File: config.mk
export PLATFORM = sky130hd
export DESIGN_NAME = rgb_to_hsv_pixel
export DESIGN_NICKNAME = d
export VERILOG_FILES = /design/src/hdl/rthsv_pkg.sv /design/src/hdl/rgb_to_hsv_pixel.sv /design/src/hdl/rthsv_prep.sv /design/src/hdl/rthsv_div_step.sv
export SDC_FILE = /design/constraint.sdc
export NUM_CORES = 2
export LEC_CHECK = 0
export ABC_AREA = 1
export BUFFER_PORTS_ARGS = -buffer_cell sky130_fd_sc_hd__buf_2
export CORE_AREA = 2 2 353 355
export CTS_BUF_LIST = sky130_fd_sc_hd__clkbuf_8
export CTS_CLUSTER_DIAMETER = 100
export DETAILED_ROUTE_END_ITERATION = 10
export DIE_AREA = 0 0 355 357
export GPL_TIMING_DRIVEN = 0
export RECOVER_POWER = 25
export SYNTH_ARGS = -nofsm -noshare
export SYNTH_HDL_FRONTEND = slang
export SYNTH_SLANG_ARGS = --single-unit
File: constraint.sdc
create_clock -name clock -period 24.6 [get_ports clock]
set_clock_uncertainty 0.2 [all_clocks]
set_input_delay 2.46 -clock clock [delete_from_list [all_inputs] [get_ports clock]]
set_output_delay 2.46 -clock clock [all_outputs]
set_load 0.03 [all_outputs]
File: src/hdl/rthsv_pkg.sv
// Shared types for the RGB to HSV pixel pipeline.
// No dependencies; imported by every stage module and the top level.
package rthsv_pkg;

   // Handshake seen by one pipeline stage: valid from the stage above,
   // ready from the stage below.
   typedef struct packed {
      logic up_valid;
      logic down_ready;
   } link_type;

endpackage

File: src/hdl/rgb_to_hsv_pixel.sv
// RGB to HSV pixel converter: a preparation stage followed by FRACTION_BITS
// long-division stages, each resolving one quotient bit of hue and saturation.
// One transaction enters per cycle while req_stall is low, and bubbles close up
// under backpressure. Synchronous reset clears the stage valid bits and holds
// off input while asserted.
// Depends on rthsv_pkg, rthsv_prep and rthsv_div_step.
module rgb_to_hsv_pixel
   import rthsv_pkg::*;
#(
   parameter int PIXEL_BITS    = 8,
   parameter int FRACTION_BITS = 16
) (
   input  logic                     clock,
   input  logic                     reset,
   input  logic                     req_valid,
   output logic                     req_stall,
   input  logic [PIXEL_BITS-1:0]    req_red,
   input  logic [PIXEL_BITS-1:0]    req_green,
   input  logic [PIXEL_BITS-1:0]    req_blue,
   output logic                     rsp_valid,
   input  logic                     rsp_stall,
   output logic [FRACTION_BITS-1:0] rsp_hue,
   output logic [FRACTION_BITS-1:0] rsp_saturation,
   output logic [PIXEL_BITS-1:0]    rsp_brightness
);

   localparam int DW = PIXEL_BITS + 3;
   localparam int NS = FRACTION_BITS;

   logic                     valid   [0:NS];
   logic                     ready   [0:NS+1];
   logic [DW-1:0]            hue_rem [0:NS];
   logic [DW-1:0]            hue_div [0:NS];
   logic [FRACTION_BITS-1:0] hue_quo [0:NS];
   logic [PIXEL_BITS-1:0]    sat_rem [0:NS];
   logic [PIXEL_BITS-1:0]    sat_div [0:NS];
   logic [FRACTION_BITS-1:0] sat_acc [0:NS];
   logic [PIXEL_BITS-1:0]    bright  [0:NS];
   link_type                 link    [0:NS];

   assign ready[NS+1] = !rsp_stall;
   assign req_stall   = !ready[0] || reset;
   assign hue_quo[0]  = '0;

   assign link[0] = '{up_valid: req_valid, down_ready: ready[1]};

   rthsv_prep #(
      .PIXEL_BITS    (PIXEL_BITS),
      .FRACTION_BITS (FRACTION_BITS)
   ) u_prep (
      .clock      (clock),
      .reset      (reset),
      .ctl        (link[0]),
      .red        (req_red),
      .green      (req_green),
      .blue       (req_blue),
      .valid      (valid[0]),
      .ready      (ready[0]),
      .hue_rem    (hue_rem[0]),
      .hue_div    (hue_div[0]),
      .sat_rem    (sat_rem[0]),
      .sat_div    (sat_div[0]),
      .sat_acc    (sat_acc[0]),
      .brightness (bright[0])
   );

   for (genvar k = 1; k <= NS; k++) begin : g_step
      assign link[k] = '{up_valid: valid[k-1], down_ready: ready[k+1]};

      rthsv_div_step #(
         .PIXEL_BITS    (PIXEL_BITS),
         .FRACTION_BITS (FRACTION_BITS)
      ) u_step (
         .clock         (clock),
         .reset         (reset),
         .ctl           (link[k]),
         .up_hue_rem    (hue_rem[k-1]),
         .up_hue_div    (hue_div[k-1]),
         .up_hue_quo    (hue_quo[k-1]),
         .up_sat_rem    (sat_rem[k-1]),
         .up_sat_div    (sat_div[k-1]),
         .up_sat_acc    (sat_acc[k-1]),
         .up_brightness (bright[k-1]),
         .valid         (valid[k]),
         .ready         (ready[k]),
         .hue_rem       (hue_rem[k]),
         .hue_div       (hue_div[k]),
         .hue_quo       (hue_quo[k]),
         .sat_rem       (sat_rem[k]),
         .sat_div       (sat_div[k]),
         .sat_acc       (sat_acc[k]),
         .brightness    (bright[k])
      );
   end

   assign rsp_valid      = valid[NS];
   assign rsp_hue        = hue_quo[NS];
   assign rsp_saturation = sat_acc[NS];
   assign rsp_brightness = bright[NS];

   // A finished division always leaves a remainder below its divisor.
   a_hue_rem_bound: assert property (@(posedge clock) disable iff (reset)
      valid[NS] |-> hue_rem[NS] < hue_div[NS])
      else $error("hue remainder not below divisor");

   a_sat_rem_bound: assert property (@(posedge clock) disable iff (reset)
      valid[NS] |-> sat_rem[NS] < sat_div[NS])
      else $error("saturation remainder not below divisor");

   a_black_pixel: assert property (@(posedge clock) disable iff (reset)
      valid[NS] && rsp_brightness == '0 |-> rsp_hue == '0 && rsp_saturation == '0)
      else $error("black pixel with nonzero hue or saturation");

   a_accept_fills: assert property (@(posedge clock) disable iff (reset)
      req_valid && !req_stall |=> valid[0])
      else $error("accepted transaction did not reach the first stage");

endmodule

File: src/hdl/rthsv_prep.sv
// First pipeline stage: max, min, delta, hue sector offset and the
// saturation numerator, registered. Depends on rthsv_pkg.
module rthsv_prep
   import rthsv_pkg::*;
#(
   parameter int PIXEL_BITS    = 8,
   parameter int FRACTION_BITS = 16
) (
   input  logic                        clock,
   input  logic                        reset,
   input  link_type                    ctl,
   input  logic [PIXEL_BITS-1:0]       red,
   input  logic [PIXEL_BITS-1:0]       green,
   input  logic [PIXEL_BITS-1:0]       blue,
   output logic                        valid,
   output logic                        ready,
   output logic [PIXEL_BITS+2:0]       hue_rem,
   output logic [PIXEL_BITS+2:0]       hue_div,
   output logic [PIXEL_BITS-1:0]       sat_rem,
   output logic [PIXEL_BITS-1:0]       sat_div,
   output logic [FRACTION_BITS-1:0]    sat_acc,
   output logic [PIXEL_BITS-1:0]       brightness
);

   localparam int DW = PIXEL_BITS + 3;
   localparam int NW = PIXEL_BITS + FRACTION_BITS;

   logic                     valid_ff, valid_in;
   logic [DW-1:0]            hue_rem_ff, hue_rem_in;
   logic [DW-1:0]            hue_div_ff, hue_div_in;
   logic [PIXEL_BITS-1:0]    sat_rem_ff, sat_rem_in;
   logic [PIXEL_BITS-1:0]    sat_div_ff, sat_div_in;
   logic [FRACTION_BITS-1:0] sat_acc_ff, sat_acc_in;
   logic [PIXEL_BITS-1:0]    bright_ff, bright_in;

   logic [PIXEL_BITS-1:0]    max_c, min_c, delta_c;
   logic [DW-1:0]            delta_x, six_delta;
   logic [NW-1:0]            sat_num;

   assign ready = !valid_ff || ctl.down_ready;

   always_comb begin
      max_c = red;
      min_c = red;
      if (green > max_c) max_c = green;
      if (blue > max_c) max_c = blue;
      if (green < min_c) min_c = green;
      if (blue < min_c) min_c = blue;
      delta_c   = max_c - min_c;
      delta_x   = DW'(delta_c);
      six_delta = (delta_x << 2) + (delta_x << 1);

      // A grey pixel gets an all-ones divisor so that every quotient bit is zero.
      if (delta_c == '0) begin
         hue_rem_in = '0;
         hue_div_in = '1;
      end else begin
         hue_div_in = six_delta;
         if (max_c == red) begin
            if (green >= blue) begin
               hue_rem_in = DW'(green - blue);
            end else begin
               hue_rem_in = six_delta - DW'(blue - green);
            end
         end else if (max_c == green) begin
            hue_rem_in = (delta_x << 1) + DW'(blue) - DW'(red);
         end else begin
            hue_rem_in = (delta_x << 2) + DW'(red) - DW'(green);
         end
      end

      // The numerator is delta times the largest fraction code; its upper part
      // is already below the divisor sat_div_in, so the long division starts from it.
      sat_num    = {delta_c, {FRACTION_BITS{1'b0}}} - NW'(delta_c);
      sat_rem_in = sat_num[NW-1:FRACTION_BITS];
      sat_acc_in = sat_num[FRACTION_BITS-1:0];
      sat_div_in = (max_c == '0) ? '1 : max_c;
      bright_in  = max_c;
      valid_in   = ready ? ctl.up_valid : valid_ff;
   end

   always_ff @(posedge clock) begin
      if (reset) begin
         valid_ff <= 1'b0;
      end else begin
         valid_ff <= valid_in;
      end
   end

   always_ff @(posedge clock) begin
      if (ready) begin
         hue_rem_ff <= hue_rem_in;
         hue_div_ff <= hue_div_in;
         sat_rem_ff <= sat_rem_in;
         sat_div_ff <= sat_div_in;
         sat_acc_ff <= sat_acc_in;
         bright_ff  <= bright_in;
      end
   end

   assign valid      = valid_ff;
   assign hue_rem    = hue_rem_ff;
   assign hue_div    = hue_div_ff;
   assign sat_rem    = sat_rem_ff;
   assign sat_div    = sat_div_ff;
   assign sat_acc    = sat_acc_ff;
   assign brightness = bright_ff;

endmodule

File: src/hdl/rthsv_div_step.sv
// One long-division stage: produces one quotient bit of hue and one of
// saturation, registered. Depends on rthsv_pkg.
module rthsv_div_step
   import rthsv_pkg::*;
#(
   parameter int PIXEL_BITS    = 8,
   parameter int FRACTION_BITS = 16
) (
   input  logic                        clock,
   input  logic                        reset,
   input  link_type                    ctl,
   input  logic [PIXEL_BITS+2:0]       up_hue_rem,
   input  logic [PIXEL_BITS+2:0]       up_hue_div,
   input  logic [FRACTION_BITS-1:0]    up_hue_quo,
   input  logic [PIXEL_BITS-1:0]       up_sat_rem,
   input  logic [PIXEL_BITS-1:0]       up_sat_div,
   input  logic [FRACTION_BITS-1:0]    up_sat_acc,
   input  logic [PIXEL_BITS-1:0]       up_brightness,
   output logic                        valid,
   output logic                        ready,
   output logic [PIXEL_BITS+2:0]       hue_rem,
   output logic [PIXEL_BITS+2:0]       hue_div,
   output logic [FRACTION_BITS-1:0]    hue_quo,
   output logic [PIXEL_BITS-1:0]       sat_rem,
   output logic [PIXEL_BITS-1:0]       sat_div,
   output logic [FRACTION_BITS-1:0]    sat_acc,
   output logic [PIXEL_BITS-1:0]       brightness
);

   localparam int DW = PIXEL_BITS + 3;

   logic                     valid_ff, valid_in;
   logic [DW-1:0]            hue_rem_ff, hue_rem_in;
   logic [DW-1:0]            hue_div_ff;
   logic [FRACTION_BITS-1:0] hue_quo_ff, hue_quo_in;
   logic [PIXEL_BITS-1:0]    sat_rem_ff, sat_rem_in;
   logic [PIXEL_BITS-1:0]    sat_div_ff;
   logic [FRACTION_BITS-1:0] sat_acc_ff, sat_acc_in;
   logic [PIXEL_BITS-1:0]    bright_ff;

   logic [DW:0]              hue_trial;
   logic [PIXEL_BITS:0]      sat_trial;
   logic                     hue_bit, sat_bit;

   assign ready = !valid_ff || ctl.down_ready;

   always_comb begin
      hue_trial = {up_hue_rem, 1'b0};
      hue_bit   = hue_trial >= {1'b0, up_hue_div};
      hue_rem_in = hue_bit ? DW'(hue_trial - {1'b0, up_hue_div}) : hue_trial[DW-1:0];
      hue_quo_in = {up_hue_quo[FRACTION_BITS-2:0], hue_bit};

      sat_trial = {up_sat_rem, up_sat_acc[FRACTION_BITS-1]};
      sat_bit   = sat_trial >= {1'b0, up_sat_div};
      sat_rem_in = sat_bit ? PIXEL_BITS'(sat_trial - {1'b0, up_sat_div})
                           : sat_trial[PIXEL_BITS-1:0];
      sat_acc_in = {up_sat_acc[FRACTION_BITS-2:0], sat_bit};

      valid_in = ready ? ctl.up_valid : valid_ff;
   end

   always_ff @(posedge clock) begin
      if (reset) begin
         valid_ff <= 1'b0;
      end else begin
         valid_ff <= valid_in;
      end
   end

   always_ff @(posedge clock) begin
      if (ready) begin
         hue_rem_ff <= hue_rem_in;
         hue_div_ff <= up_hue_div;
         hue_quo_ff <= hue_quo_in;
         sat_rem_ff <= sat_rem_in;
         sat_div_ff <= up_sat_div;
         sat_acc_ff <= sat_acc_in;
         bright_ff  <= up_brightness;
      end
   end

   assign valid      = valid_ff;
   assign hue_rem    = hue_rem_ff;
   assign hue_div    = hue_div_ff;
   assign hue_quo    = hue_quo_ff;
   assign sat_rem    = sat_rem_ff;
   assign sat_div    = sat_div_ff;
   assign sat_acc    = sat_acc_ff;
   assign brightness = bright_ff;

endmodule

==> results.sh <==
export IMPL_r2r_cells=31
export IMPL_total_power_mw=9.17
export IMPL_clock_sinks=1165
export IMPL_drc=0
export IMPL_cp_arrival_ns=9.98
export IMPL_vias=31800
export IMPL_drv_cap=0
export IMPL_rsz0062_at_grt="false"
export IMPL_synth_area_mm2=0.0549
export IMPL_dp_cells=6244
export IMPL_synth_compound_area_share_pct=7.22
export IMPL_clockBufferDepth=3
export IMPL_whs_endpoint="g_step[16].u_step.brightness[5]"
export IMPL_hold_depth=0
export IMPL_place_gp_congestion=0.877
export IMPL_cp_start_kind="primary input"
export IMPL_cp_slowest_cell="nand2_4"
export IMPL_area_growth_synth_to_final_pct=11.4
export IMPL_synth_simple_gate_area_share_pct=8.79
export IMPL_final_cells=6598
export IMPL_synth_seq_cells=1165
export IMPL_crit_start="rsp_stall"
export IMPL_relSlewSlack_pct=37.8
export IMPL_fmax_mhz=79.1
export IMPL_place_ws_ns=8.13
export IMPL_grt_pass1_wl_mm=156
export IMPL_final_nets=5270
export IMPL_power_density_mw_per_mm2=150
export IMPL_report_final_slew_viol_count=0
export IMPL_wl_per_cell_um=14.4
export IMPL_post_cts_resize_count=0
export IMPL_placed_area_mm2=0.0575
export IMPL_final_setup_worst_slack_ns=11.96
export IMPL_required_ns=21.94
export IMPL_clkTransAtPathRegs_ns=0.06
export IMPL_power_leakage_nw=26.0
export IMPL_reg2reg_from="g_step[16].u_step.valid"
export IMPL_synth_distinct_cells=62
export IMPL_synthMuxAreaShare_pct=0
export IMPL_grt_max_degree=74
export IMPL_cts_buffers=188
export IMPL_final_setup_viol_count=0
export IMPL_synth_fp_nets=5000
export IMPL_grt_pass1_vias=32500
export IMPL_coreArea_mm2=0.123
export IMPL_cts_setup_buffers=0
export IMPL_avgSynthCellArea_um2=12.1
export IMPL_root_buffer="clkbuf_8"
export IMPL_htree_levels=4
export IMPL_initial_utilization_pct=44.6
export IMPL_hold_viol=0
export IMPL_synth_adder_area_share_pct=10.7
export IMPL_hp_class="reg2reg"
export IMPL_run_status="finished, final reports clean"
export IMPL_seq_area_frac_synth_pct=63.4
export IMPL_min_period_ns=12.64
export IMPL_antenna_found_initial=1
export IMPL_critPathKind="in2out"
export IMPL_ant_nets=0
export IMPL_cp_common_cell="inv_4"
export IMPL_rrSetupSlack_ns=16.49
export IMPL_finalCritPeriodShare_pct=51.4
export IMPL_vias_per_cell=4.82
export IMPL_grt_total_usage_pct=15.3
export IMPL_rows=129
export IMPL_die_h_um=357
export IMPL_grt_overflow=0
export IMPL_yosysWarningCount=0
export IMPL_ctsHoldBuffers=0
export IMPL_worst_pin_slew_ns=0.926
export IMPL_clk_latency_ns=0.84
export IMPL_syn_inst=4531
export IMPL_synthXorXnorAreaFrac_pct=4.29
export IMPL_drt_iter0_drc=1440
export IMPL_dpl_hpwl_mm=71.0
export IMPL_io_pins=70
export IMPL_max_stage_delay_ns=0.47
export IMPL_io_buffers=68
export IMPL_end_kind="primary output"
export IMPL_final_area_mm2=0.0612
export IMPL_dr_pass1_iters=6
export IMPL_synth_edf_count=1148
export IMPL_min_from="g_step[15].u_step.brightness[5]"
export IMPL_tritoncts="yes"
export IMPL_path_max_fanout=73
export IMPL_synth_top_family_by_area="adder cells"
export IMPL_drive_gt1_share_pct=8.61
export IMPL_vdd_ir_drop_max_uv=92.8
export IMPL_drt_wl_total_mm=95.3
export IMPL_ys_async_sr_fraction_pct=0
export IMPL_r2r_end="u_prep.hue_div[2]"
export IMPL_die_w_um=355
export IMPL_synth_main_ff_cell="edfxtp_1"
export IMPL_die_area_mm2=0.127
[synthesized netlist by cell type, drive strengths merged, types with 3 or more instances]
master	instances	area (µm²)
nor4	11	68.8
o211ai	13	103
a211oi	35	263
dfxtp	17	340
o21ai	277	1410
clkbuf	54	203
inv	742	2790
or2	12	75.1
nand3	85	450
xor2	207	1810
nor3	27	140
nand4	60	382
o31ai	6	45.0
xnor2	61	542
nand3b	3	35.0
o221ai	6	52.6
a21oi	327	1640
ha	397	4970
nor2	363	1420
o22ai	3	18.8
o21bai	24	180
a21o	6	45.0
edfxtp	1148	34500
nand2	552	2200
a211o	4	35.0
buf	13	93.8
o311ai	3	26.3
a31oi	11	68.8
clkinv	3	11.3
fa	44	881
or3	4	25.0
[layout by cell type, fill, tap and decap left out, types with 17 or more instances in the layout]
cell | synthesis | layout
edfxtp_1 | 1148 | 1148
inv_1 | 720 | 769
nand2_1 | 521 | 519
ha_1 | 397 | 397
nor2_1 | 351 | 351
a21oi_1 | 325 | 325
o21ai_0 | 265 | 265
xor2_1 | 207 | 207
clkbuf_8 | 0 | 188
nand3_1 | 80 | 80
buf_2 | 3 | 71
clkinv_1 | 3 | 62
xnor2_1 | 60 | 60
nand4_1 | 59 | 59
clkbuf_1 | 54 | 54
fa_1 | 44 | 44
a211oi_1 | 35 | 35
clkinv_2 | 0 | 32
nor3_1 | 26 | 26
o21bai_1 | 24 | 24
nand2_2 | 21 | 22
dfxtp_1 | 17 | 17
[worst max path at each step]
stage                     end  slack (ns)
floorplan           req_stall        3.58
global placement    req_stall       -2.09
detailed placement  req_stall        8.13
CTS                 req_stall        8.11
global route        req_stall       11.00
finish              req_stall       11.96
[cell type report]
cell class	count	area (µm²)
fill	10700	61800
timing repair buffer	80	656
sequential	1165	34800
inverter	745	2830
clock buffer	188	2590
multi-input combinational	2554	17000
buffer	67	297
tap	1637	2050
clock inverter	161	941
antenna	1	2.50
[critical path, delay by kind of cell]
family        cells  cell delay (ns)
simple gates     18             4.19
buf+inv          16             3.27
[cell families after synthesis]
logic type,count (synthesis)
buffers and inverters,812
adders and majority gates,441
AOI/OAI and AO/OA,723
and+or+nand+nor,1122
DFF,1165
xor gates and xnor gates,268
[metrics by stage]
| step | utilization, % | hold slack (ns) | setup TNS (ns) |
|---|---|---|---|
| detailed placement | 46.8 | 0.205 | 0 |
| global route | 49.7 | 0.190 | 0 |
| floorplan | - | 0.200 | 0 |
| finish | 49.7 | 0.191 | 0 |
| global placement | 46.6 | 0.200 | -2.09 |
| CTS | 49.6 | 0.192 | 0 |
[power breakdown]
group | switching (mW) | internal (mW) | leakage (nW)
clock network | 0.743 | 0.795 | 1.99
logic | 2.35 | 1.55 | 12.0
registers | 0.347 | 3.38 | 12.0
[sequential cells by signal, summed over array words and instances, names as in the netlist, 11 cells and up]
register and count:
g_step.u_step.sat_rem 120, g_step.u_step.brightness 128, u_prep.sat_acc 15, u_prep.hue_rem 11, g_step.u_step.hue_quo 136, g_step.u_step.sat_div 120
g_step.u_step.sat_acc 253, g_step.u_step.valid 16, g_step.u_step.hue_rem 165, g_step.u_step.hue_div 165, u_prep.hue_div 11
[metal layers]
| metal | GRT usage, % | up-vias | wire length (µm) |
|---|---|---|---|
| li1 | - | 16200 | - |
| met1 | 16.2 | 14900 | 37600 |
| met2 | 29.5 | 479 | 51200 |
| met3 | 2.86 | 222 | 3340 |
| met4 | 6.69 | 0 | 3220 |
| met5 | 0 | - | 0 |
(Power assumes the default switching activity.)
